[config.mk]
export PLATFORM = sky130hd
export DESIGN_NAME = source_byte_tokenizer
export DESIGN_NICKNAME = d
export VERILOG_FILES = /design/src/rtl/core/stb_pkg.sv /design/src/rtl/core/stb_front.sv /design/src/rtl/core/stb_queue.sv /design/src/rtl/core/stb_back.sv /design/src/rtl/core/source_byte_tokenizer.sv
export SDC_FILE = /design/constraint.sdc
export NUM_CORES = 2
export LEC_CHECK = 0
export CORE_MARGIN = 1.5
export CORE_UTILIZATION = 50
export CTS_CLUSTER_SIZE = 28
export DETAILED_ROUTE_END_ITERATION = 12
export DONT_BUFFER_PORTS = 1
export PLACE_DENSITY = 0.67
export SLEW_MARGIN = 25
export SYNTH_ARGS = -nofsm -noshare
export SYNTH_HDL_FRONTEND = slang
export SYNTH_SLANG_ARGS = --single-unit
[constraint.sdc]
create_clock -name clk -period 9.8 [get_ports clk]
set_clock_uncertainty 0.1 [all_clocks]
set_input_delay 2.45 -clock clk [delete_from_list [all_inputs] [get_ports clk]]
set_output_delay 2.45 -clock clk [all_outputs]
set_load 0.005 [all_outputs]
[src/rtl/core/stb_pkg.sv]
// Shared types, constants and helper functions of the source byte tokenizer.
package stb_pkg;

  localparam int POS_BITS = 16;
  localparam int KW_CHARS = 6;
  localparam int KW_IB = $clog2(KW_CHARS);
  localparam int VAL_BITS = 63;
  localparam int KIND_BITS = 6;
  localparam int ERR_BITS = 2;
  localparam int KW_COUNT = 11;
  localparam logic [POS_BITS-1:0] POS_MAX = '1;
  localparam logic [VAL_BITS-1:0] VAL_MAX = '1;

  typedef enum logic [KIND_BITS-1:0] {
    K_NUMBER = 6'd0, K_IDENT = 6'd1, K_FUNC = 6'd2,
    K_PLUS = 6'd13, K_MINUS = 6'd14, K_STAR = 6'd15, K_SLASH = 6'd16,
    K_PERCENT = 6'd17, K_BANG = 6'd18, K_ASSIGN = 6'd19, K_EQ = 6'd20,
    K_NE = 6'd21, K_LT = 6'd22, K_LE = 6'd23, K_GT = 6'd24, K_GE = 6'd25,
    K_AND = 6'd26, K_OR = 6'd27, K_LPAREN = 6'd28, K_RPAREN = 6'd29,
    K_LBRACE = 6'd30, K_RBRACE = 6'd31, K_LBRACKET = 6'd32,
    K_RBRACKET = 6'd33, K_SEMI = 6'd34, K_COLON = 6'd35, K_COMMA = 6'd36,
    K_ARROW = 6'd37, K_EOF = 6'd38, K_ERROR = 6'd39
  } kind_t;

  typedef enum logic [ERR_BITS-1:0] {
    E_NONE = 2'd0, E_UNEXPECTED = 2'd1, E_UNTERMINATED = 2'd2
  } err_t;

  typedef struct packed {
    logic [KIND_BITS-1:0] kind;
    logic [POS_BITS-1:0] line;
    logic [POS_BITS-1:0] col;
    logic [POS_BITS-1:0] len;
    logic [VAL_BITS-1:0] value;
    logic [ERR_BITS-1:0] err;
    logic last;
  } tok_t;

  typedef struct packed {
    logic [1:0] count;
    tok_t first;
    tok_t second;
  } push_t;

  typedef logic [KW_CHARS-1:0][7:0] window_t;

  localparam logic [63:0] KW_STR [KW_COUNT] = '{
    64'("func"), 64'("let"), 64'("if"), 64'("else"), 64'("while"),
    64'("return"), 64'("print"), 64'("int"), 64'("bool"), 64'("true"),
    64'("false")
  };
  localparam logic [3:0] KW_LEN [KW_COUNT] = '{
    4'd4, 4'd3, 4'd2, 4'd4, 4'd5, 4'd6, 4'd5, 4'd3, 4'd4, 4'd4, 4'd5
  };

  function automatic tok_t mk_tok(kind_t kind, logic [POS_BITS-1:0] line,
                                  logic [POS_BITS-1:0] col,
                                  logic [POS_BITS-1:0] len,
                                  logic [VAL_BITS-1:0] value, err_t err);
    tok_t t;
    t.kind = kind;
    t.line = line;
    t.col = col;
    t.len = len;
    t.value = value;
    t.err = err;
    t.last = 1'b0;
    return t;
  endfunction

  function automatic logic [POS_BITS-1:0] sat_inc(logic [POS_BITS-1:0] v);
    return (v == POS_MAX) ? v : v + POS_BITS'(1);
  endfunction

  function automatic logic is_letter(logic [7:0] c);
    return (c >= "a" && c <= "z") || (c >= "A" && c <= "Z") || c == "_";
  endfunction

  function automatic logic is_digit(logic [7:0] c);
    return c >= "0" && c <= "9";
  endfunction

  function automatic kind_t ident_kind(window_t w, logic [POS_BITS-1:0] run);
    kind_t k;
    logic hit;
    logic [7:0] want;
    k = K_IDENT;
    for (int i = KW_COUNT - 1; i >= 0; i--) begin
      hit = (run == POS_BITS'(KW_LEN[i]));
      for (int j = 0; j < KW_CHARS; j++) begin
        want = (j < int'(KW_LEN[i])) ? KW_STR[i][8*(int'(KW_LEN[i])-1-j) +: 8] : 8'd0;
        if (w[j] != want) hit = 1'b0;
      end
      if (hit) k = kind_t'(KIND_BITS'(int'(K_FUNC) + i));
    end
    return k;
  endfunction

  function automatic kind_t single_op(logic [7:0] p);
    case (p)
      "-": return K_MINUS;
      "!": return K_BANG;
      "=": return K_ASSIGN;
      "<": return K_LT;
      ">": return K_GT;
      default: return K_SLASH;
    endcase
  endfunction

  function automatic kind_t double_op(logic [7:0] p);
    case (p)
      "-": return K_ARROW;
      "!": return K_NE;
      "=": return K_EQ;
      "<": return K_LE;
      ">": return K_GE;
      "&": return K_AND;
      default: return K_OR;
    endcase
  endfunction

  function automatic logic is_single(logic [7:0] c);
    case (c)
      "(", ")", "{", "}", "[", "]", ";", ":", ",", "+", "*", "%": return 1'b1;
      default: return 1'b0;
    endcase
  endfunction

  function automatic kind_t single_kind(logic [7:0] c);
    case (c)
      "(": return K_LPAREN;
      ")": return K_RPAREN;
      "{": return K_LBRACE;
      "}": return K_RBRACE;
      "[": return K_LBRACKET;
      "]": return K_RBRACKET;
      ";": return K_SEMI;
      ":": return K_COLON;
      ",": return K_COMMA;
      "+": return K_PLUS;
      "*": return K_STAR;
      default: return K_PERCENT;
    endcase
  endfunction

endpackage

[src/rtl/core/stb_front.sv]
// Scanner front end: consumes bytes, tracks lexer state, emits up to two tokens per item.
module stb_front (
  input  logic               clk,
  input  logic               rst,
  input  logic               take,
  input  logic [7:0]         text_byte,
  input  logic               end_of_text,
  output stb_pkg::push_t     push
);

  typedef enum logic [2:0] {
    M_IDLE, M_IDENT, M_NUM, M_STR, M_CMT, M_OP
  } mode_t;

  mode_t mode, mode_next;
  logic [7:0] pend, pend_next;
  stb_pkg::window_t win, win_next;
  logic [stb_pkg::POS_BITS-1:0] line, line_next, col, col_next;
  logic [stb_pkg::POS_BITS-1:0] tsl, tsl_next, tsc, tsc_next, run, run_next;
  logic [stb_pkg::VAL_BITS-1:0] acc, acc_next;

  stb_pkg::tok_t fl_tok, id_tok, main_tok;
  logic fl_v, id_v, main_v, do_idle;
  logic [stb_pkg::VAL_BITS+3:0] acc_x10;
  logic [7:0] c;
  logic [7:0] dig;

  assign c = text_byte;
  assign dig = c - 8'h30;
  assign acc_x10 = {1'b0, acc, 3'b000} + {3'b000, acc, 1'b0} +
                   {{(stb_pkg::VAL_BITS - 4){1'b0}}, dig};

  always_comb begin
    fl_v = 1'b1;
    fl_tok = stb_pkg::mk_tok(stb_pkg::K_IDENT, tsl, tsc, run, '0, stb_pkg::E_NONE);
    case (mode)
      M_IDENT: fl_tok.kind = stb_pkg::ident_kind(win, run);
      M_NUM: fl_tok = stb_pkg::mk_tok(stb_pkg::K_NUMBER, tsl, tsc, run, acc,
                                      stb_pkg::E_NONE);
      M_OP: begin
        if (pend == "&" || pend == "|") begin
          fl_tok = stb_pkg::mk_tok(stb_pkg::K_ERROR, line, col,
                                   stb_pkg::POS_BITS'(1), '0, stb_pkg::E_UNEXPECTED);
        end else begin
          fl_tok = stb_pkg::mk_tok(stb_pkg::single_op(pend), tsl, tsc,
                                   stb_pkg::POS_BITS'(1), '0, stb_pkg::E_NONE);
        end
      end
      M_STR: fl_tok = stb_pkg::mk_tok(stb_pkg::K_ERROR, line, col, run, '0,
                                      stb_pkg::E_UNTERMINATED);
      default: fl_v = 1'b0;
    endcase
  end

  always_comb begin
    mode_next = mode;
    pend_next = pend;
    win_next = win;
    tsl_next = tsl;
    tsc_next = tsc;
    run_next = run;
    acc_next = acc;
    line_next = line;
    col_next = col;
    main_v = 1'b0;
    main_tok = fl_tok;
    do_idle = 1'b0;
    id_v = 1'b0;
    id_tok = fl_tok;
    if (c == 8'h0a) begin
      line_next = stb_pkg::sat_inc(line);
      col_next = stb_pkg::POS_BITS'(1);
    end else begin
      col_next = stb_pkg::sat_inc(col);
    end
    if (!end_of_text) begin
      case (mode)
        M_IDENT: begin
          if (stb_pkg::is_letter(c) || stb_pkg::is_digit(c)) begin
            if (run < stb_pkg::POS_BITS'(stb_pkg::KW_CHARS)) begin
              win_next[run[stb_pkg::KW_IB-1:0]] = c;
            end
            run_next = stb_pkg::sat_inc(run);
          end else begin
            do_idle = 1'b1;
          end
        end
        M_NUM: begin
          if (stb_pkg::is_digit(c)) begin
            acc_next = (acc_x10 > {4'b0000, stb_pkg::VAL_MAX}) ? stb_pkg::VAL_MAX
                     : acc_x10[stb_pkg::VAL_BITS-1:0];
            run_next = stb_pkg::sat_inc(run);
          end else begin
            do_idle = 1'b1;
          end
        end
        M_STR: begin
          run_next = stb_pkg::sat_inc(run);
          if (c == 8'h22) begin
            main_v = 1'b1;
            main_tok = stb_pkg::mk_tok(stb_pkg::K_IDENT, tsl, tsc, run_next, '0,
                                       stb_pkg::E_NONE);
            mode_next = M_IDLE;
          end
        end
        M_CMT: begin
          if (c == 8'h0a) mode_next = M_IDLE;
        end
        M_OP: begin
          if (pend == "/" && c == "/") begin
            mode_next = M_CMT;
          end else if (pend != "/" && ((pend == "-" && c == ">") ||
                       ((pend == "&" || pend == "|") && c == pend) ||
                       (pend != "-" && pend != "&" && pend != "|" && c == "="))) begin
            main_v = 1'b1;
            main_tok = stb_pkg::mk_tok(stb_pkg::double_op(pend), tsl, tsc,
                                       stb_pkg::POS_BITS'(2), '0, stb_pkg::E_NONE);
            mode_next = M_IDLE;
          end else begin
            do_idle = 1'b1;
          end
        end
        default: do_idle = 1'b1;
      endcase
      if (do_idle) begin
        main_v = fl_v;
        mode_next = M_IDLE;
        if (c == " " || c == 8'h09 || c == 8'h0d || c == 8'h0a) begin
          mode_next = M_IDLE;
        end else if (stb_pkg::is_letter(c) || stb_pkg::is_digit(c) || c == 8'h22 ||
                     c == "-" || c == "!" || c == "=" || c == "<" || c == ">" ||
                     c == "&" || c == "|" || c == "/") begin
          tsl_next = line;
          tsc_next = col;
          run_next = stb_pkg::POS_BITS'(1);
          if (stb_pkg::is_letter(c)) begin
            win_next = '0;
            win_next[0] = c;
            mode_next = M_IDENT;
          end else if (stb_pkg::is_digit(c)) begin
            acc_next = {{(stb_pkg::VAL_BITS - 8){1'b0}}, dig};
            mode_next = M_NUM;
          end else if (c == 8'h22) begin
            mode_next = M_STR;
          end else begin
            pend_next = c;
            mode_next = M_OP;
          end
        end else if (stb_pkg::is_single(c)) begin
          id_v = 1'b1;
          id_tok = stb_pkg::mk_tok(stb_pkg::single_kind(c), line, col,
                                   stb_pkg::POS_BITS'(1), '0, stb_pkg::E_NONE);
        end else begin
          id_v = 1'b1;
          id_tok = stb_pkg::mk_tok(stb_pkg::K_ERROR, line_next, col_next,
                                   stb_pkg::POS_BITS'(1), '0, stb_pkg::E_UNEXPECTED);
        end
      end
    end else begin
      main_v = fl_v;
      id_v = 1'b1;
      id_tok = stb_pkg::mk_tok(stb_pkg::K_EOF, line, col, '0, '0, stb_pkg::E_NONE);
      mode_next = M_IDLE;
      pend_next = '0;
      win_next = '0;
      line_next = stb_pkg::POS_BITS'(1);
      col_next = stb_pkg::POS_BITS'(1);
      tsl_next = stb_pkg::POS_BITS'(1);
      tsc_next = stb_pkg::POS_BITS'(1);
      run_next = '0;
      acc_next = '0;
    end
  end

  always_comb begin
    push.count = 2'(main_v) + 2'(id_v);
    push.first = main_v ? main_tok : id_tok;
    push.second = id_tok;
    push.first.last = !(main_v && id_v);
    push.second.last = 1'b1;
    if (!take) push.count = 2'd0;
  end

  always_ff @(posedge clk) begin
    if (rst) begin
      mode <= M_IDLE;
      pend <= '0;
      win <= '0;
      line <= stb_pkg::POS_BITS'(1);
      col <= stb_pkg::POS_BITS'(1);
      tsl <= stb_pkg::POS_BITS'(1);
      tsc <= stb_pkg::POS_BITS'(1);
      run <= '0;
      acc <= '0;
    end else if (take) begin
      mode <= mode_next;
      pend <= pend_next;
      win <= win_next;
      line <= line_next;
      col <= col_next;
      tsl <= tsl_next;
      tsc <= tsc_next;
      run <= run_next;
      acc <= acc_next;
    end
  end

endmodule

[src/rtl/core/stb_queue.sv]
// Four-entry token queue between scanner and output stage; takes up to two items per cycle.
module stb_queue (
  input  logic               clk,
  input  logic               rst,
  input  stb_pkg::push_t     push,
  output logic               room,
  input  logic               pop,
  output logic               nonempty,
  output stb_pkg::tok_t      head
);

  stb_pkg::tok_t mem [4];
  logic [1:0] wptr, rptr;
  logic [2:0] count;

  assign room = (count <= 3'd2);
  assign nonempty = (count != 3'd0);
  assign head = mem[rptr];

  always_ff @(posedge clk) begin
    if (push.count != 2'd0) mem[wptr] <= push.first;
    if (push.count == 2'd2) mem[wptr + 2'd1] <= push.second;
  end

  always_ff @(posedge clk) begin
    if (rst) begin
      wptr <= '0;
      rptr <= '0;
      count <= '0;
    end else begin
      wptr <= wptr + push.count;
      if (pop) rptr <= rptr + 2'd1;
      count <= count + 3'(push.count) - 3'(pop);
    end
  end

endmodule

[src/rtl/core/stb_back.sv]
// Output stage: registers the head token and holds it until the sink takes it.
module stb_back (
  input  logic               clk,
  input  logic               rst,
  input  logic               nonempty,
  input  stb_pkg::tok_t      head,
  output logic               pop,
  output logic               out_valid,
  input  logic               out_ready,
  output stb_pkg::tok_t      out_tok
);

  assign pop = nonempty && (!out_valid || out_ready);

  always_ff @(posedge clk) begin
    if (rst) begin
      out_valid <= 1'b0;
    end else if (!out_valid || out_ready) begin
      out_valid <= nonempty;
    end
  end

  always_ff @(posedge clk) begin
    if (pop) out_tok <= head;
  end

endmodule

[src/rtl/core/source_byte_tokenizer.sv]
// Top level of the source byte tokenizer.
// Takes one source byte per cycle (tlast marks the end-of-text item, whose byte is ignored) and
// emits tokens: kind on tuser, position, length, number value and error code on tdata, and tlast
// on the final token caused by an input item. Each item produces at most two tokens into a
// four-entry queue; input is taken while at least two entries are free, so a byte per cycle is
// sustained whenever the sink keeps up and tokens average one per byte.
module source_byte_tokenizer (
  input  logic          clk,
  input  logic          rst,
  input  logic          s_axis_tvalid,
  output logic          s_axis_tready,
  input  logic [7:0]    s_axis_tdata,   // text_byte[7:0]
  input  logic          s_axis_tlast,
  output logic          m_axis_tvalid,
  input  logic          m_axis_tready,
  output logic [119:0]  m_axis_tdata,   // start_line[15:0], start_column[31:16],
                                        // lexeme_len[47:32], num_val[110:48],
                                        // error_code[112:111], zero[119:113]
  output logic [5:0]    m_axis_tuser,   // token_kind[5:0]
  output logic          m_axis_tlast
);

  stb_pkg::push_t push;
  stb_pkg::tok_t head, out_tok;
  logic room, pop, nonempty;

  assign s_axis_tready = room;

  stb_front u_front (
    .clk         (clk),
    .rst         (rst),
    .take        (s_axis_tvalid && room),
    .text_byte   (s_axis_tdata),
    .end_of_text (s_axis_tlast),
    .push        (push)
  );

  stb_queue u_queue (
    .clk      (clk),
    .rst      (rst),
    .push     (push),
    .room     (room),
    .pop      (pop),
    .nonempty (nonempty),
    .head     (head)
  );

  stb_back u_back (
    .clk       (clk),
    .rst       (rst),
    .nonempty  (nonempty),
    .head      (head),
    .pop       (pop),
    .out_valid (m_axis_tvalid),
    .out_ready (m_axis_tready),
    .out_tok   (out_tok)
  );

  assign m_axis_tdata = {7'd0, out_tok.err, out_tok.value, out_tok.len, out_tok.col,
                         out_tok.line};
  assign m_axis_tuser = out_tok.kind;
  assign m_axis_tlast = out_tok.last;

endmodule
==> key figures <==
Logic synthesis
  • Leading register cell type out of synthesis: edfxtp_1
  • Yosys warns: 0
  • Yosys top cell area share: 0.422
  • Synthesized area: 42400 um^2
  • Ys async rst share: 0
  • Sequential cell area fraction in the yosys report: 0.523
  • Synth area leaders: edfxtp_1, dfxtp_1, mux4_2
  • Number of synthesized flops with an enable pin: 596
  • Yosys cell types: 108
  • Mapped Cells: 3877
  • Mean area per synthesized cell: 10.9 um^2
  • Synth area leader: edfxtp_1
  • Most common cell in the netlist: edfxtp_1
  • Flops & latches, synth: 810
  • Synth cell count leaders: edfxtp_1, nor2_1, nand2_1

Worst setup path
  • Worst Setup Path Type: input pin to flip-flop
  • Most used cell, CP: buf_4
  • Crit path capture type: flip-flop
  • FF-to-FF Start: u_front.pend[5]$_SDFFE_PP0P_
  • Crit-path slowest cell: nand2_4
  • Slowest stage delay, CP: 670 ps
  • CP Max Fanout: 55
  • Reg-to-reg endpoint: u_queue.mem[3][41]$_DFFE_PP_
  • Worst reg2reg path depth: 15
  • CP bufs+invs: 5
  • Worst-path cell chain: inv_1, ha_1, or3b_2, or4_1, and3_1, o31a_4, nor2_4, buf_4, inv_2, ha_1, o21ai_1, nand3b_1, buf_4, nand2_4, buf_4
  • Reg2reg setup slack: 3490 ps
  • WP data required: 9980 ps
  • Arrival time worst endpoint: 7740 ps
  • Critical path's top delay family: simple AND/OR/NAND/NOR gates
  • Crit path depth: 15
  • Startpoint type of the worst setup path: input pin

Clocking
  • Clk Latency, worst-skew pair: 650 ps
  • Post-CTS Setup Inserts: 0
  • Max H-tree Level: 3
  • Inserted Clock Buffers: 88
  • Max Root-Sink Buffers: 3
  • CTS tree: yes
  • CTS root buf: clkbuf_16
  • Clock-pin slew on the worst setup and hold paths: 60 ps
  • CTS Hold Bufs: 0
  • CTS Sinks: 810
  • CTS resizes: 0

Global route
  • First-pass GRT wire length: 185 mm
  • Largest net degree at the start of global routing: 131
  • GRT Util Overall: 0.274
  • Initial antenna violation count: 2
  • Vias in the first global route: 30900
  • Total grt overflow: 0

Detailed routing
  • Initial DRC count: 3334
  • Vias per inst: 6.45
  • Routed WL: 120 mm
  • DRC: 0
  • Post-DR wirelength/cell: 24.1 um
  • Post-route ant nets: 0
  • Via Count: 32100
  • Initial DRT Pass Iterations: 6

STA
  • RSZ-0062 raised after global routing: false
  • Slew @ Worst Pin: 1060 ps
  • Fin. Hold Viols: 0
  • Normalized max-slew margin: 0.290
  • Fin crit period: 7560 ps
  • Final period util: 0.772
  • Final setup fails: 0
  • Hold Slack: 367 ps
  • Fin. max-slew vios: 0
  • Setup TNS: 0 ps
  • Fin worst setup slack: 2240 ps
  • Fmax: 132 MHz

Final layout
  • Fill count: 7160
  • Area growth from synthesis to layout: 9.48%
  • Final net count: 3921
  • Proportion of layout cells with a drive suffix above 1: 0.113

Power
  • Clock power share: 0.355
  • Sw Share: 0.277
  • Leakage: 15.4 nW
  • Power Dens Cells: 211 nW/um^2
  • Sequential share of power: 0.478
  • Peak VDD IR: 0.193 mV
  • Power Internal: 0.00707 W
  • Logic pwr share: 0.167
  • Sw power: 0.00271 W

Floorplan
  • # IOs: 142
  • Initial Util: 0.506
  • Die footprint: 86500 um^2
  • Die width: 294 um
  • Row count: 106
  • Die height: 294 um
  • Core Area: 83800 um^2

Placed design
  • Post-Place Setup Slack: 1710 ps
  • Post-DP HPWL: 78.1 mm
  • PortBufs: 0
  • Gpl congestion: 0.934

Min path
  • Hold WC Path Type: flip-flop to flip-flop
  • Hold EP: u_queue.mem[2][0]$_SDFFE_PP1P_
  • Min-Delay Path Depth: 1
  • Min-delay src: u_queue.mem[2][0]$_SDFFE_PP1P_

Job
  • Max-Cap Viols: 0

Outcome
  • Status: complete, no violations
## through the flow
stage | cells | area (um^2) | utilization | power [W]
final | 4973 | 46400 | 0.554 | 0.00978
after global routing | 4972 | 46400 | 0.554 | 0.0101
after CTS | 4972 | 46400 | 0.554 | 0.00986
after detailed placement | 4808 | 43400 | 0.518 | 0.00640
after global placement | 4808 | 43400 | 0.517 | 0.00637
after floorplan | 3883 | 42400 | - | 0.00584
## power groups by stage
stage / sequential (W) / clock (W) / combinational [W]
global route: 0.00474 / 0.00364 / 0.00175
floorplan: 0.00465 / 0 / 0.00119
global placement: 0.00475 / 0 / 0.00162
CTS: 0.00469 / 0.00352 / 0.00165
detailed placement: 0.00476 / 0 / 0.00164
finish: 0.00467 / 0.00347 / 0.00163
## metal layers
layer	share of wire	global-route usage
met5	0.00011	0
met1	0.44	0.393
met2	0.46	0.430
met3	0.080	0.0407
met4	0.022	0.0835
## cells in the final DEF, fill, tap and decap left out, types with 59 or more instances in the layout
cell type  netlist  layout
a21oi_1        233     231
a22o_1          59      59
buf_4           12      60
clkbuf_16        0      92
dfxtp_1        214     212
edfxtp_1       596     596
ha_1           137     137
inv_1           65      65
mux4_2         120     120
nand2_1        365     360
nand3_1         77      77
nand4_1         71      71
nor2_1         489     484
nor3_1          68      64
o21ai_0        149     147
o22ai_1        154     154
xnor2_1         59      59
## flip-flops by register name, indices dropped and copies added, names as in the netlist, 8 cells and up
name            cells
u_back.out_tok    120
u_front.acc        63
u_front.col        16
u_front.line       16
u_front.pend        8
u_front.run        16
u_front.tsc        16
u_front.tsl        16
u_front.win        48
u_queue.mem       480
## layout make-up
type	count	area [um^2]	area share
antenna	1	2.50	0.0000539
clock buffer	121	2500	0.0539
clock inverter	43	531	0.0114
inverter	66	248	0.00534
multi-input combinational	2732	19000	0.408
sequential	810	22200	0.478
tap	1134	1420	0.0306
timing repair buffer	66	571	0.0123
## cell families after synthesis
group | after synthesis | share of synthesized area
fa+ha+maj | 145 | 0.0440
xor+xnor | 85 | 0.0176
buf+inv | 341 | 0.0337
compound gates | 1028 | 0.163
other cells | 1 | 0.0000885
simple gates | 1302 | 0.143
mux | 165 | 0.0754
flops | 810 | 0.523
## how the worst max path moves through the flow
stage                                     to            start
2_1_floorplan  u_queue.mem[0][100]$_DFFE_PP_  s_axis_tdata[4]
3_3_place_gp    u_queue.mem[3][45]$_DFFE_PP_  s_axis_tdata[4]
3_5_place_dp    u_queue.mem[3][45]$_DFFE_PP_  s_axis_tdata[4]
4_1_cts         u_queue.mem[3][41]$_DFFE_PP_  s_axis_tdata[4]
5_1_grt         u_queue.mem[3][41]$_DFFE_PP_  s_axis_tdata[4]
6_report        u_queue.mem[3][41]$_DFFE_PP_  s_axis_tdata[4]
Note: power is estimated with default switching activity, not from simulation.
